`config.mk`:
```
export PLATFORM = sky130hd
export DESIGN_NAME = yyw_sqrt
export DESIGN_NICKNAME = d
export VERILOG_FILES = /design/src/sv/yyw_pkg.sv /design/src/sv/yyw_sqrt.sv
export SDC_FILE = /design/constraint.sdc
export NUM_CORES = 1
export LEC_CHECK = 0
export BUFFER_PORTS_ARGS = -buffer_cell sky130_fd_sc_hd__buf_2
export CAP_MARGIN = 20
export CORE_MARGIN = 2
export CORE_UTILIZATION = 49
export DETAILED_ROUTE_END_ITERATION = 7
export PLACE_DENSITY = 0.63
export REMOVE_ABC_BUFFERS = 1
export SYNTH_ARGS = -nofsm -noshare
export SYNTH_HDL_FRONTEND = slang
export SYNTH_SLANG_ARGS = --single-unit
```
`constraint.sdc`:
```
create_clock -name clock -period 3.2 [get_ports clock]
set_clock_uncertainty 0.05 [all_clocks]
set_input_delay 0.64 -clock clock [delete_from_list [all_inputs] [get_ports clock]]
set_output_delay 0.64 -clock clock [all_outputs]
set_load 0.02 [all_outputs]
```
`src/sv/yyw_pkg.sv`:
```
`timescale 1ns / 1ps
package yyw_pkg;
   localparam int FRAC = 20;
   localparam int WW = 32;
   localparam int TW = FRAC + 2;
   localparam int IW = 3;
   localparam int SQ_STEPS = FRAC + 1;
   localparam int DIV_STEPS = WW + FRAC;
   localparam logic signed [WW-1:0] WMAX = {1'b0, {(WW-1){1'b1}}};
   localparam logic signed [WW-1:0] WMIN = {1'b1, {(WW-1){1'b0}}};
   localparam logic signed [WW-1:0] ONE = WW'(64'sd1 <<< FRAC);
   localparam logic signed [WW-1:0] HALF = WW'(64'sd1 <<< (FRAC - 1));

   localparam logic [IW-1:0] REG_RADIUS = 3'd0;
   localparam logic [IW-1:0] REG_COS_A = 3'd1;
   localparam logic [IW-1:0] REG_SIN_A = 3'd2;
   localparam logic [IW-1:0] REG_COS_B = 3'd3;
   localparam logic [IW-1:0] REG_SIN_B = 3'd4;
   localparam logic [IW-1:0] REG_DUAL = 3'd5;
   localparam logic [IW-1:0] REG_PASS = 3'd6;
   localparam logic [IW-1:0] REG_WEIGHT = 3'd7;

   function automatic logic signed [WW-1:0] sat(input logic signed [2*WW+1:0] v);
      if (v > $signed({{(WW+2){1'b0}}, WMAX})) return WMAX;
      if (v < $signed({{(WW+2){1'b1}}, WMIN})) return WMIN;
      return v[WW-1:0];
   endfunction

   function automatic logic signed [WW-1:0] fmul(input logic signed [WW-1:0] a,
                                                 input logic signed [WW-1:0] b);
      logic signed [2*WW-1:0] p;
      logic [2*WW-1:0] m;
      logic signed [2*WW+1:0] r;
      p = a * b;
      m = p[2*WW-1] ? -p : p;
      m = m >> FRAC;
      r = p[2*WW-1] ? -$signed({2'b00, m}) : $signed({2'b00, m});
      return sat(r);
   endfunction

   function automatic logic signed [WW-1:0] sadd(input logic signed [WW-1:0] a,
                                                 input logic signed [WW-1:0] b);
      return sat((2*WW+2)'(a) + (2*WW+2)'(b));
   endfunction

   function automatic logic signed [WW-1:0] ssub(input logic signed [WW-1:0] a,
                                                 input logic signed [WW-1:0] b);
      return sat((2*WW+2)'(a) - (2*WW+2)'(b));
   endfunction

   function automatic logic signed [WW-1:0] nsat(input logic signed [WW-1:0] a);
      return (a == WMIN) ? WMAX : -a;
   endfunction

   typedef struct packed {
      logic signed [WW-1:0] radius;
      logic signed [TW-1:0] cos_a;
      logic signed [TW-1:0] sin_a;
      logic signed [TW-1:0] cos_b;
      logic signed [TW-1:0] sin_b;
      logic dual;
      logic pass;
      logic signed [WW-1:0] weight;
   } cfg_type;
endpackage

```
`src/sv/yyw_sqrt.sv`:
```
`timescale 1ns / 1ps
// Pipelined floor square root of a Q value clamped to [0, 1.0]; one bit pair per stage.
module yyw_sqrt (
   input  logic clock,
   input  logic en,
   input  logic signed [yyw_pkg::WW-1:0] arg,
   output logic signed [yyw_pkg::WW-1:0] root
);
   localparam int NW = 2 * yyw_pkg::FRAC + 2;
   localparam int S = yyw_pkg::SQ_STEPS;
   logic [NW-1:0] n_ff [S+1];
   logic [NW-1:0] r_ff [S+1];
   logic [NW-1:0] n_in;

   always_comb begin
      if (arg <= 0) n_in = '0;
      else if (arg > yyw_pkg::ONE) n_in = NW'(yyw_pkg::ONE) << yyw_pkg::FRAC;
      else n_in = NW'(arg) << yyw_pkg::FRAC;
   end

   always_ff @(posedge clock) begin
      if (en) begin
         n_ff[0] <= n_in;
         r_ff[0] <= '0;
      end
   end

   for (genvar i = 0; i < S; i++) begin : g_st
      localparam logic [NW-1:0] BIT = NW'(1) << (2 * (S - 1 - i));
      always_ff @(posedge clock) begin
         if (en) begin
            if (n_ff[i] >= r_ff[i] + BIT) begin
               n_ff[i+1] <= n_ff[i] - (r_ff[i] + BIT);
               r_ff[i+1] <= (r_ff[i] >> 1) + BIT;
            end else begin
               n_ff[i+1] <= n_ff[i];
               r_ff[i+1] <= r_ff[i] >> 1;
            end
         end
      end
   end

   assign root = yyw_pkg::WW'(r_ff[S]);
endmodule

```
==> impl_summary.txt, run 1 <==
----------------------------------------------------
[Critical path]
  Largest stage delay on the critical path ... slightly above 0.5 ns
  Cell with the biggest individual delay on the critical path ... sky130_fd_sc_hd__or4b_4
  Sum of buffers and inverters on the critical path ... 0
  Reg-to-reg slack, setup ... -0.16 ns
  CP arrival ... 3.70 ns
  Worst path cell trace ... ha_2 -> a211o_1 -> a2111oi_4 -> o31ai_2 -> a21o_1 -> a41o_1 -> or3_4 -> or4b_4 -> xnor2_2
  Required time worst endpoint ... 3.54 ns
  Crit Path Max Fanout ... 4
  Worst Setup Path Type ... reg2reg
  Delay-heaviest family, CP ... compound AO/OA/AOI/OAI gates
  CP endpoint kind ... flop
  Critical Path Source Type ... flop

[Cells and area]
  Sequential Area ... 0.0232 mm^2
  Number of fillers in the final layout ... 6715
  Count of nets after finishing ... about 3900
  Share of the core filled with cells in the final layout ... 56.6%
  Combined area of the multi-input logic cells ... approximately 0.016 mm^2
  Highest-count cells in the layout ignoring fill and taps ... 773 x sky130_fd_sc_hd__edfxtp_1, 292 x sky130_fd_sc_hd__inv_1, 290 x sky130_fd_sc_hd__nand2_1, 222 x sky130_fd_sc_hd__ha_1, 199 x sky130_fd_sc_hd__nor2_1
  Share of final-layout standard cells stronger than drive strength 1 ... a little over an eighth
  Most frequent standard cell in the layout excluding fill and tap cells ... sky130_fd_sc_hd__edfxtp_1
  Area grow syn2layout ... 14.9%
  Final Instance Count excl. Fillers ... around 4800
  Antenna Cells ... 0

[Global routing]
  Total overflow reported by the global router ... 0
  Via count of the first global-routing pass ... about 26000
  Global router's overall resource usage ... between 10% and 20%
  Number of antenna violations at the first check in global routing ... 1
  Wire length of the first global-routing pass ... approximately 130000 um
  Maximum number of pins on one net before global-route repair ... around 140

[Pwr]
  Pwr Density ... 619 mW/mm^2
  Leakage power ... 17.8 nW
  Total Power Consumption ... around 29 mW
  Worst vdd ir ... 0.437 mV

[STA]
  Setup-failing EPs final ... 8
  Portion of the clock cycle consumed by the worst path in the final layout ... 105%
  Setup repair after global routing missed its margin ... true
  Tightest Pin Transition ... about 0.95 ns
  Total negative slack for setup checks ... -0.804 ns
  Worst Hold Slack ... 0.196 ns
  Number of slew-limit violations in the final report ... 0
  Hold violation total from the final report ... 0
  Slew margin rel. ... about 37%
  Final critical-path required period ... about 3.4 ns
  Top achievable clock speed ... ~300 MHz
  Smallest setup slack after layout ... -0.159 ns

[Floorplanning]
  Floorplan die height ... between 200 and 300 um
  Die ar. ... between 0.08 and 0.09 mm^2
  Floorplan row count ... approximately 110
  Initial Util ... just under 50%
  Die boundary width ... just under 300 um
  Floorplan Core Area ... ~0.082 mm^2
  I/O pin count ... 66

[Synth]
  Post-synth cell types ... between 70 and 80
  Summed instance area of the synthesized netlist ... between 0.04 and 0.05 mm^2
  Post-synthesis register bit count ... just under 800
  Number of instances in the synthesized netlist ... 3416
  Yosys warnings ... 0
  Share of async-settable or async-resettable flops after synthesis ... 0%
  Post-synth EDFFs ... slightly below 800
  Post-Synthesis Mean Instance Area ... 11.8 um^2
  Dominant synthesized flop cell ... sky130_fd_sc_hd__edfxtp_1
  Sequential cell area fraction in the yosys report ... between 50% and 60%

[Place]
  Final weighted congestion in routability-driven placement ... ~0.86
  Detailed-placement wirelength estimate ... ~57000 um
  Number of placed instances, taps included ... 4599
  IO buf count ... 54

[Clocking]
  Clock transition at the registers of the reported paths ... about 0.060 ns
  Root Buffer ... sky130_fd_sc_hd__clkbuf_16
  Maximum clock insertion buffer count ... 3
  Clock tree from TritonCTS ... yes
  Clock sinks ... 773
  Clock latency on the worst-skew pair ... roughly 0.68 ns
  Maximum level of the CTS H-tree ... 3
  CTS Buf Count ... 85

[Route]
  Number of design-rule violations left by the first detailed-router iteration ... 1448
  Number of detailed-routing iterations run before antenna repair ... 5
  Vias per std cell ... 5.34
  DR vias ... around 26000
  Remaining antenna violation count after routing ... 0
  Average wire per cell in the routed design ... approximately 17 um
  DRC ... 0
  Wire length reported by the detailed router ... 78900 um

[Outcome]
  Violated checks ... negative setup slack
  Result of the run ... finished, violations left

[Worst hold path]
  Classification of the worst-slack hold path ... in2reg

[Run]
  Max-cap check violation count ... 0

----------------------------------------------------
## flip-flops by register name, summed over array words and instances, names as in the netlist
register / flops
n_ff: 543
r_ff: 230
## cell type report
cell class                 count  share of cell area, %
tap                         1070                   2.90
multi-input combinational   2245                   34.5
clock inverter                47                   1.26
clock buffer                 107                   4.79
inverter                     297                   2.42
sequential                   773                   50.3
timing repair buffer         239                   3.83
## metal layers
layer | GRT usage [%] | vias to the layer above | share of wire (%)
met5 | 0 | - | 0
met2 | 34.7 | 407 | 52
li1 | - | 12900 | -
met1 | 22.3 | 12100 | 42
met3 | 2.47 | 130 | 3.3
met4 | 5.72 | 0 | 2.4
## metrics by stage
stage / setup slack [ns] / instance area (um^2)
after floorplan: -3.98 / 39700
after global placement: -0.376 / 42600
after detailed placement: -0.420 / 42600
after CTS: -0.153 / 45700
after global routing: -0.257 / 46200
final: -0.159 / 46200
## repair_timing
action / 4_1_cts / 5_1_grt
endpoints found under the setup margin: 75 / 125
resized for setup: 53 / 72
hold buffers: 0 / 0
pin swaps: 17 / 36
buffers inserted: 11 / 13
gates cloned: 0 / 1
## logic make-up after synthesis
family | synth area share [%]
AO/OA/AOI/OAI | 10.0
XOR/XNOR | 7.36
adder cells (fa/ha/maj) | 7.58
buffers and inverters | 4.19
flip-flops | 57.8
multiplexers | 0.651
other | 0.00933
AND/OR/NAND/NOR | 12.4
## cell usage after synthesis (26+ instances only)
cell	count	area, um^2
sky130_fd_sc_hd__a21o_1	65	488
sky130_fd_sc_hd__a211oi_1	26	195
sky130_fd_sc_hd__nand2_1	290	1090
sky130_fd_sc_hd__nand4_1	31	194
sky130_fd_sc_hd__nor3_1	95	475
sky130_fd_sc_hd__clkbuf_1	68	255
sky130_fd_sc_hd__inv_1	295	1110
sky130_fd_sc_hd__nor2b_1	34	213
sky130_fd_sc_hd__o21a_1	46	345
sky130_fd_sc_hd__a21oi_1	145	726
sky130_fd_sc_hd__nor2_1	201	754
sky130_fd_sc_hd__xnor2_1	176	1540
sky130_fd_sc_hd__nand3_1	49	245
sky130_fd_sc_hd__xor2_1	160	1400
sky130_fd_sc_hd__buf_4	34	255
sky130_fd_sc_hd__o21ai_1	38	190
sky130_fd_sc_hd__nand2b_1	50	313
sky130_fd_sc_hd__ha_1	229	2870
sky130_fd_sc_hd__o21ai_0	188	941
sky130_fd_sc_hd__edfxtp_1	773	23200
sky130_fd_sc_hd__nor4_1	73	457
## worst reg2reg max path, delay by kind of cell (launching register included)
family	cells	cell delay [ns]
compound gates	5	1.33
flops	1	0.45
simple gates	2	0.88
fa+ha+maj	1	0.23
xor+xnor	1	0.14
## report_power, final
| part | total [mW] | switching, mW | leakage [nW] | internal (mW) |
|---|---|---|---|---|
| Clock | 9.66 | 4.06 | 1.34 | 5.60 |
| Sequential | 13.6 | 0.894 | 7.20 | 12.7 |
| Combinational | 5.32 | 2.94 | 9.23 | 2.38 |
| Total | 28.6 | 7.89 | 17.8 | 20.7 |
## final timing paths
path	from	to	depth (start not counted)
worst max register to register	n_ff[4][50]$_SDFFCE_PP0P_	n_ff[4][119]$_DFFE_PP_	9
worst min register to register	n_ff[0][26]$_SDFFCE_PP0P_	n_ff[0][68]$_DFFE_PP_	0
worst min-delay path	arg[12]	n_ff[0][32]$_SDFFCE_PP0P_	2
worst max-delay path	n_ff[4][50]$_SDFFCE_PP0P_	n_ff[4][119]$_DFFE_PP_	9
Note: power is estimated with default switching activity, not from simulation.
==> run 2, diff against run 1 <==
--- a/config.mk
+++ b/config.mk
@@ -10,7 +10,7 @@
 export CORE_MARGIN = 2
 export CORE_UTILIZATION = 49
 export DETAILED_ROUTE_END_ITERATION = 7
-export PLACE_DENSITY = 0.63
+export PLACE_DENSITY = 0.75
 export REMOVE_ABC_BUFFERS = 1
 export SYNTH_ARGS = -nofsm -noshare
 export SYNTH_HDL_FRONTEND = slang
==> run 2 against run 1 <==
  * The flow still finishes with violations (negative setup slack)
  * Clock power shrank 7.6%
  * Critical path depth did not move
  * Global-route usage down 0.74 points
  * Utilization decreased by 0.63 points
  * Critical path type unchanged
  * Largest cell class unchanged
  * Largest power group unchanged
==> impl_summary.txt, run 2 (synthesis gave the netlist of run 1 again) <==
----------------------------------------------------
[Outcome]
  Result of the run ... finished, violations left
  Violated checks ... negative setup slack

[Route]
  Average wire per cell in the routed design ... 16.2 um (-1.8%)
  Number of design-rule violations left by the first detailed-router iteration ... 2027 (+40%)
  Wire length reported by the detailed router ... 76800 um (-2.6%)
  DRC ... 0 (unchanged)
  Highest Signal Layer ... met4
  Wire length on met2 ... 40700 um (-1.0%)
  DR vias ... 25900 (+1.4%)
  Sum of routed wire segments on met1 ... 30600 um (-8.0%)
  Vias per std cell ... 5.46 (+2.3%)
  Number of detailed-routing iterations run before antenna repair ... 6 (+1)
  Remaining antenna violation count after routing ... 0 (unchanged)
  Detailed-routed wire length on met3 ... 2950 um (+15%)

[Cells and area]
  Share of final-layout standard cells stronger than drive strength 1 ... 12.2% (-0.84 points)
  Max reg flops ... 543 (unchanged)
  Antenna Cells ... 0 (unchanged)
  Highest-count cells in the layout ignoring fill and taps ... 773 x sky130_fd_sc_hd__edfxtp_1, 290 x sky130_fd_sc_hd__inv_1, 290 x sky130_fd_sc_hd__nand2_1, 222 x sky130_fd_sc_hd__ha_1, 199 x sky130_fd_sc_hd__nor2_1
  Top reg by flops ... n_ff
  Most frequent standard cell in the layout excluding fill and tap cells ... sky130_fd_sc_hd__edfxtp_1
  Count of nets after finishing ... 3878 (-0.89%)
  Biggest regs ... n_ff: 543 flops, r_ff: 230 flops
  Area grow syn2layout ... 13.6%

[Critical path]
  Cell with the biggest individual delay on the critical path ... sky130_fd_sc_hd__or4b_4
  CP arrival ... 3.62 ns (-0.08 ns)
  Largest stage delay on the critical path ... 0.50 ns (about the same)
  CP endpoint kind ... flop
  Worst Setup Path Type ... reg2reg
  Worst path cell trace ... ha_4 -> a211o_1 -> a2111oi_4 -> o31ai_2 -> a21o_1 -> a41o_1 -> or3_4 -> or4b_4 -> xnor2_2
  Worst reg-to-reg path cell count ... 9 (unchanged)
  Critical Path Source Type ... flop
  Required time worst endpoint ... 3.52 ns (-0.02 ns)
  Reg-to-reg slack, setup ... -0.10 ns (+0.06 ns)
  Crit Path Max Fanout ... 4 (unchanged)

[Pwr]
  Switching power ... 7.76 mW (-1.6%)
  Fraction of power spent switching nets ... 27.9% (+0.33 points)
  Total Power Consumption ... 27.8 mW (-2.8%)
  Total internal power ... 20.0 mW (-3.2%)
  Leakage power ... 17.5 nW (-1.6%)
  Clock group share of total power ... 32.1% (-1.7 points)
  Worst vdd ir ... 0.549 mV (+26%)
  Combinational share of power ... 18.9% (+0.3 points)
  Pwr Density ... 609 mW/mm^2 (-1.7%)
  Part of the power in registers ... 49.0% (+1.4 points)

[Clocking]
  Clock sinks ... 773 (unchanged)
  Maximum level of the CTS H-tree ... 3 (unchanged)
  Clock latency on the worst-skew pair ... 0.65 ns (-0.03 ns)
  Clock tree from TritonCTS ... yes
  Clock transition at the registers of the reported paths ... 0.06 ns (about the same)
  Root Buffer ... sky130_fd_sc_hd__clkbuf_16
  CTS hold repair buffers ... 0 (unchanged)
  CTS Buf Count ... 82 (-3.5%)
  Maximum clock insertion buffer count ... 3 (unchanged)

[Floorplanning]
  I/O pin count ... 66 (unchanged)
  Floorplan die height ... 290 um (unchanged)
  Die boundary width ... 290 um (unchanged)
  Initial Util ... 49.3% (unchanged)
  Die ar. ... 0.0843 mm^2 (unchanged)
  Floorplan row count ... 105 (unchanged)
  Floorplan Core Area ... 0.0816 mm^2 (unchanged)

[Global routing]
  Number of antenna violations at the first check in global routing ... 0 (-1)
  Total overflow reported by the global router ... 0 (unchanged)
  Via count of the first global-routing pass ... 25900 (+0.58%)
  Maximum number of pins on one net before global-route repair ... 170 (+24%)
  Wire length of the first global-routing pass ... 124000 um (-3.4%)
  Global router's overall resource usage ... 17.9% (-0.74 points)

[STA]
  Tightest Pin Transition ... 0.935 ns (-0.0156 ns)
  Setup repair after global routing missed its margin ... true
  Total negative slack for setup checks ... -0.304 ns (+0.500 ns)
  Top achievable clock speed ... 303 MHz (+1.7%)
  Final critical-path required period ... 3.30 ns (-0.0556 ns)
  Setup-failing EPs final ... 7 (-1)
  Portion of the clock cycle consumed by the worst path in the final layout ... 103% (-1.7 points)
  Number of slew-limit violations in the final report ... 0 (unchanged)
  Slew margin rel. ... 37.6% (+0.91 points)
  Hold violation total from the final report ... 0 (unchanged)
  Smallest setup slack after layout ... -0.104 ns (+0.0556 ns)

[Place]
  Detailed-placement wirelength estimate ... 55100 um (-3.7%)
  Final weighted congestion in routability-driven placement ... 0.873 (+1.2%)
  IO buf count ... 54 (unchanged)

[Worst hold path]
  Hold Path Depth ... 2 (unchanged)
  Classification of the worst-slack hold path ... in2reg

[Run]
  Max-cap check violation count ... 0 (unchanged)

----------------------------------------------------
[run 2: cell count changes in the layout (fill, tap and decap cells not counted), moves of 4 or more]
| cell | change |
|---|---|
| sky130_fd_sc_hd__a211oi_1 | -4 |
| sky130_fd_sc_hd__o21ai_2 | -5 |
| sky130_fd_sc_hd__buf_4 | -33 |
| sky130_fd_sc_hd__clkinv_1 | -5 |
| sky130_fd_sc_hd__bufinv_16 | -6 |
| sky130_fd_sc_hd__clkinv_2 | +4 |
[run 2: power by group through the flow]
stage	Sequential [mW]	Clock [mW]	Combinational [mW]
2_1_floorplan	13.5	0	3.60
3_3_place_gp	13.7	0	4.86
6_report	13.6	8.93	5.26
5_1_grt	13.7	9.51	5.86
4_1_cts	13.6	9.10	5.07
3_5_place_dp	13.8	0	4.97
[run 2: final cells by class]
| cell class | instances | area (um^2) |
|---|---|---|
| clock buffer | 103 | 2130 |
| tap | 1070 | 1340 |
| clock inverter | 42 | 428 |
| fill | 6419 | 35900 |
| timing repair buffer | 207 | 1540 |
| sequential | 773 | 23200 |
| inverter | 297 | 1120 |
| multi-input combinational | 2245 | 15900 |
[run 2: worst max-delay path: cells and delay by family (launching register included)]
family	cells	cell delay (ns)
adder cells (fa/ha/maj)	1	0.26
XOR/XNOR	1	0.14
AND/OR/NAND/NOR	2	0.86
flip-flops	1	0.48
AO/OA/AOI/OAI	5	1.26
[run 2: worst paths after layout]
| path | start | endpoint |
|---|---|---|
| min | arg[14] | n_ff[0][34]$_SDFFCE_PP0P_ |
| max | n_ff[4][50]$_SDFFCE_PP0P_ | n_ff[4][119]$_DFFE_PP_ |
| min reg2reg | n_ff[0][23]$_SDFFCE_PP0P_ | n_ff[0][65]$_DFFE_PP_ |
| max reg2reg | n_ff[4][50]$_SDFFCE_PP0P_ | n_ff[4][119]$_DFFE_PP_ |
[run 2: timing repair]
item / 4_1_cts / 5_1_grt
pin swaps: 13 / 30
gates cloned: 0 / 1
setup buffers: 5 / 12
setup endpoints to repair: 57 / 129
resized for setup: 42 / 76
[run 2: per-stage QoR]
step	hold slack, ns	worst slack [ns]	cell area, um^2	std cells	utilization, %
after CTS	0.177	-0.157	45200	4725	55.4
after detailed placement	0.355	-0.266	42400	4575	52.0
after global placement	0.352	-0.190	42400	4575	52.0
after floorplan	0.350	-3.98	39700	3314	-
after global routing	0.196	-0.192	45600	4737	55.9
final	0.212	-0.104	45600	4737	55.9
[run 2: layer usage]
metal | vias to the layer above | track usage [%]
met5 | - | 0
met1 | 12400 | 20.2
met3 | 170 | 2.47
met2 | 582 | 33.9
met4 | 0 | 7.09
li1 | 12800 | -
==> run 3, diff against run 2 <==
--- a/config.mk
+++ b/config.mk
@@ -5,6 +5,7 @@
 export SDC_FILE = /design/constraint.sdc
 export NUM_CORES = 1
 export LEC_CHECK = 0
+export ABC_AREA = 1
 export BUFFER_PORTS_ARGS = -buffer_cell sky130_fd_sc_hd__buf_2
 export CAP_MARGIN = 20
 export CORE_MARGIN = 2
==> run 3 against run 2 <==
  * The run now ends clean
  * Synthesized area increased by 20%
  * Total power increased by 11%
  * Wire length increased by 69%
  * Synthesized cell count increased by 70%
  * Highest routed layer unchanged
==> impl_summary.txt, run 3 <==
----------------------------------------------------
[Global routing]
  Wire length of the first global-routing pass ... 201000 um (+62%)
  Number of antenna violations at the first check in global routing ... 0 (unchanged)
  Total overflow reported by the global router ... 0 (unchanged)
  Global router's overall resource usage ... 25.5% (+7.6 points)
  Via count of the first global-routing pass ... 36800 (+42%)
  Maximum number of pins on one net before global-route repair ... 95 (-44%)

[Place]
  Final weighted congestion in routability-driven placement ... 0.974 (+12%)
  Placement-stage worst setup slack ... 0.453 ns (+0.719 ns)
  Detailed-placement wirelength estimate ... 104000 um (+89%)
  IO buf count ... 54 (unchanged)

[Cells and area]
  Highest-count cells in the layout ignoring fill and taps ... 1634 x sky130_fd_sc_hd__nand2_1, 984 x sky130_fd_sc_hd__inv_1, 773 x sky130_fd_sc_hd__edfxtp_1, 606 x sky130_fd_sc_hd__nor2_1, 332 x sky130_fd_sc_hd__nand3_1
  Share of the core filled with cells in the final layout ... 53.5% (-2.4 points)
  Max reg flops ... 543 (unchanged)
  Count of nets after finishing ... 6158 (+59%)
  Most frequent standard cell in the layout excluding fill and tap cells ... sky130_fd_sc_hd__nand2_1
  Share of final-layout standard cells stronger than drive strength 1 ... 6.65% (-5.5 points)
  Biggest regs ... n_ff: 543 flops, r_ff: 230 flops
  Antenna Cells ... 0 (unchanged)
  Top reg by flops ... n_ff
  Area grow syn2layout ... 8.77%

[Clocking]
  Clock latency on the worst-skew pair ... 0.67 ns (+0.02 ns)
  Setup fix buffers added after clock tree synthesis ... 0 (-5)
  Clock tree from TritonCTS ... yes
  Clock transition at the registers of the reported paths ... 0.06 ns (about the same)
  Maximum clock insertion buffer count ... 3 (unchanged)
  Maximum level of the CTS H-tree ... 3 (unchanged)
  CTS Buf Count ... 82 (unchanged)
  CTS hold repair buffers ... 0 (unchanged)
  Root Buffer ... sky130_fd_sc_hd__clkbuf_16
  Clock sinks ... 773 (unchanged)
  Count of cells resized by post-cts repair ... 0 (-100%)

[Route]
  Remaining antenna violation count after routing ... 0 (unchanged)
  DR vias ... 38400 (+48%)
  DRC ... 0 (unchanged)
  Number of design-rule violations left by the first detailed-router iteration ... 3433 (+69%)
  Average wire per cell in the routed design ... 17.9 um (+11%)
  Vias per std cell ... 5.31 (-2.9%)
  Number of detailed-routing iterations run before antenna repair ... 8 (+2)
  Wire length reported by the detailed router ... 130000 um (+69%)

[Pwr]
  Total Power Consumption ... 31.0 mW (+11%)
  Worst vdd ir ... 0.520 mV (-5.2%)
  Pwr Density ... 590 mW/mm^2 (-3.0%)
  Leakage power ... 23.8 nW (+36%)

[Critical path]
  Worst Setup Path Type ... reg2reg
  Critical Path Source Type ... flop
  Cell with the biggest individual delay on the critical path ... sky130_fd_sc_hd__fa_1
  CP arrival ... 3.13 ns (-0.49 ns)
  Cell occurring most often along the worst timing path ... sky130_fd_sc_hd__inv_1
  Worst path cell trace ... inv_1 -> ha_1 -> inv_1 -> fa_1 -> inv_1 -> nand2_1 -> nand2_1 -> and2_1 -> nand2_4 -> nand4_4 -> buf_4 -> a21oi_2
  Crit Path Max Fanout ... 21 (+17)
  CP endpoint kind ... flop
  Required time worst endpoint ... 3.55 ns (+0.03 ns)
  Largest stage delay on the critical path ... 0.44 ns (-0.06 ns)

[Synth]
  Post-synthesis register bit count ... 773 (unchanged)
  Share of async-settable or async-resettable flops after synthesis ... 0% (unchanged)
  Number of instances in the synthesized netlist ... 5801 (+70%)
  Post-Synthesis Mean Instance Area ... 8.31 um^2 (-29%)
  Most frequent cell after synthesis ... sky130_fd_sc_hd__nand2_1
  Summed instance area of the synthesized netlist ... 0.0482 mm^2 (+20%)
  Post-synth cell types ... 58 (-26%)
  Most frequent cells after synthesis ... 1634 x sky130_fd_sc_hd__nand2_1, 984 x sky130_fd_sc_hd__inv_1, 773 x sky130_fd_sc_hd__edfxtp_1
  Area share of the largest cell type after synthesis ... 48.2% (-9.6 points)
  Post-synthesis cell type with the largest combined area ... sky130_fd_sc_hd__edfxtp_1
  Dominant cells by area after synthesis ... sky130_fd_sc_hd__edfxtp_1 48%, sky130_fd_sc_hd__nand2_1 13%, sky130_fd_sc_hd__inv_1 7.7%, sky130_fd_sc_hd__ha_1 5.9%, sky130_fd_sc_hd__nor2_1 4.7%
  Post-synth EDFFs ... 773 (unchanged)
  Dominant synthesized flop cell ... sky130_fd_sc_hd__edfxtp_1
  Sequential cell area fraction in the yosys report ... 48.2% (-9.6 points)
  Yosys warnings ... 0 (unchanged)

[STA]
  Final critical-path required period ... 2.77 ns (-0.531 ns)
  Top achievable clock speed ... 361 MHz (+19%)
  Tightest Pin Transition ... 1.03 ns (+0.0970 ns)
  Smallest setup slack after layout ... 0.427 ns (+0.531 ns)
  Setup-failing EPs final ... 0 (-7)
  Setup repair after global routing missed its margin ... false
  Hold violation total from the final report ... 0 (unchanged)
  Portion of the clock cycle consumed by the worst path in the final layout ... 86.7% (-17 points)
  Number of slew-limit violations in the final report ... 0 (unchanged)
  Worst Hold Slack ... 0.252 ns (+0.0403 ns)
  Slew margin rel. ... 31.2% (-6.3 points)
  Total negative slack for setup checks ... 0 ns (+0.304 ns)

[Floorplanning]
  Die ar. ... 0.101 mm^2 (+20%)
  Floorplan Core Area ... 0.0980 mm^2 (+20%)
  Floorplan die height ... 318 um (+9.4%)
  Floorplan row count ... 115 (+9.5%)
  Initial Util ... 49.2% (-0.053 points)
  I/O pin count ... 66 (unchanged)
  Die boundary width ... 318 um (+9.4%)

[Run]
  Max-cap check violation count ... 0 (unchanged)

[Worst hold path]
  Classification of the worst-slack hold path ... in2reg

[Outcome]
  Result of the run ... finished clean

----------------------------------------------------
run 3: changes by cell type after synthesis, moves of 56 or more:
cell | before | now
sky130_fd_sc_hd__inv_1 | 295 | 984
sky130_fd_sc_hd__a21o_1 | 65 | 9
sky130_fd_sc_hd__a21oi_1 | 145 | 213
sky130_fd_sc_hd__nand3_1 | 49 | 332
sky130_fd_sc_hd__xor2_1 | 160 | 99
sky130_fd_sc_hd__xnor2_1 | 176 | 98
sky130_fd_sc_hd__nand2_1 | 290 | 1634
sky130_fd_sc_hd__nor2_1 | 201 | 606
sky130_fd_sc_hd__o21ai_0 | 188 | 122
sky130_fd_sc_hd__nand4_1 | 31 | 126
run 3: metrics by stage:
step | area [um^2] | cells
after floorplan | 47500 | 5714
after global placement | 49700 | 7089
after detailed placement | 49700 | 7089
after CTS | 52400 | 7238
after global routing | 52400 | 7238
final | 52400 | 7238
run 3: path summary, 6_finish.rpt:
kind                                   from                   endpoint  slack [ns]  cells after the start
setup / recovery      r_ff[2][90]$_DFFE_PP_     n_ff[4][135]$_DFFE_PP_        0.43                     12
hold / removal                      arg[18]  n_ff[0][38]$_SDFFCE_PP0P_        0.25                      3
setup reg to reg      r_ff[2][90]$_DFFE_PP_     n_ff[4][135]$_DFFE_PP_        0.43                     12
hold reg to reg   n_ff[0][35]$_SDFFCE_PP0P_      n_ff[0][77]$_DFFE_PP_        0.37                      0
run 3: cell families after synthesis:
family                     synth area share [%]
xor gates and xnor gates                   3.58
adders and majority gates                  6.32
other                                   0.00778
buffers and inverters                      9.39
AOI/OAI and AO/OA                          5.76
DFF                                        48.2
and+or+nand+nor                            26.8
run 3: final cells by class:
| cell class | count | area, um^2 |
|---|---|---|
| multi-input combinational | 3928 | 20500 |
| sequential | 773 | 23200 |
| inverter | 1013 | 3800 |
| timing repair buffer | 88 | 598 |
| tap | 1287 | 1610 |
| clock buffer | 98 | 2130 |
| clock inverter | 51 | 568 |
| fill | 8954 | 45600 |
run 3: routing by layer:
| metal | wire, um | track usage [%] |
|---|---|---|
| met5 | 0 | 0 |
| met4 | 3930 | 8.34 |
| met3 | 8830 | 3.93 |
| met2 | 61600 | 43.2 |
| met1 | 55600 | 33.5 |
run 3: report_power, final:
part	total (mW)	switching [mW]	internal, mW
clock network	9.63	4.09	5.54
registers	13.8	1.08	12.7
logic	7.56	5.11	2.45
run 3: worst max-delay path, delay by kind of cell, from the launching register on:
family | cells | cell delay (ns)
AND/OR/NAND/NOR | 5 | 0.75
adder cells (fa/ha/maj) | 2 | 0.66
buffers and inverters | 4 | 0.56
flip-flops | 1 | 0.39
AO/OA/AOI/OAI | 1 | 0.09
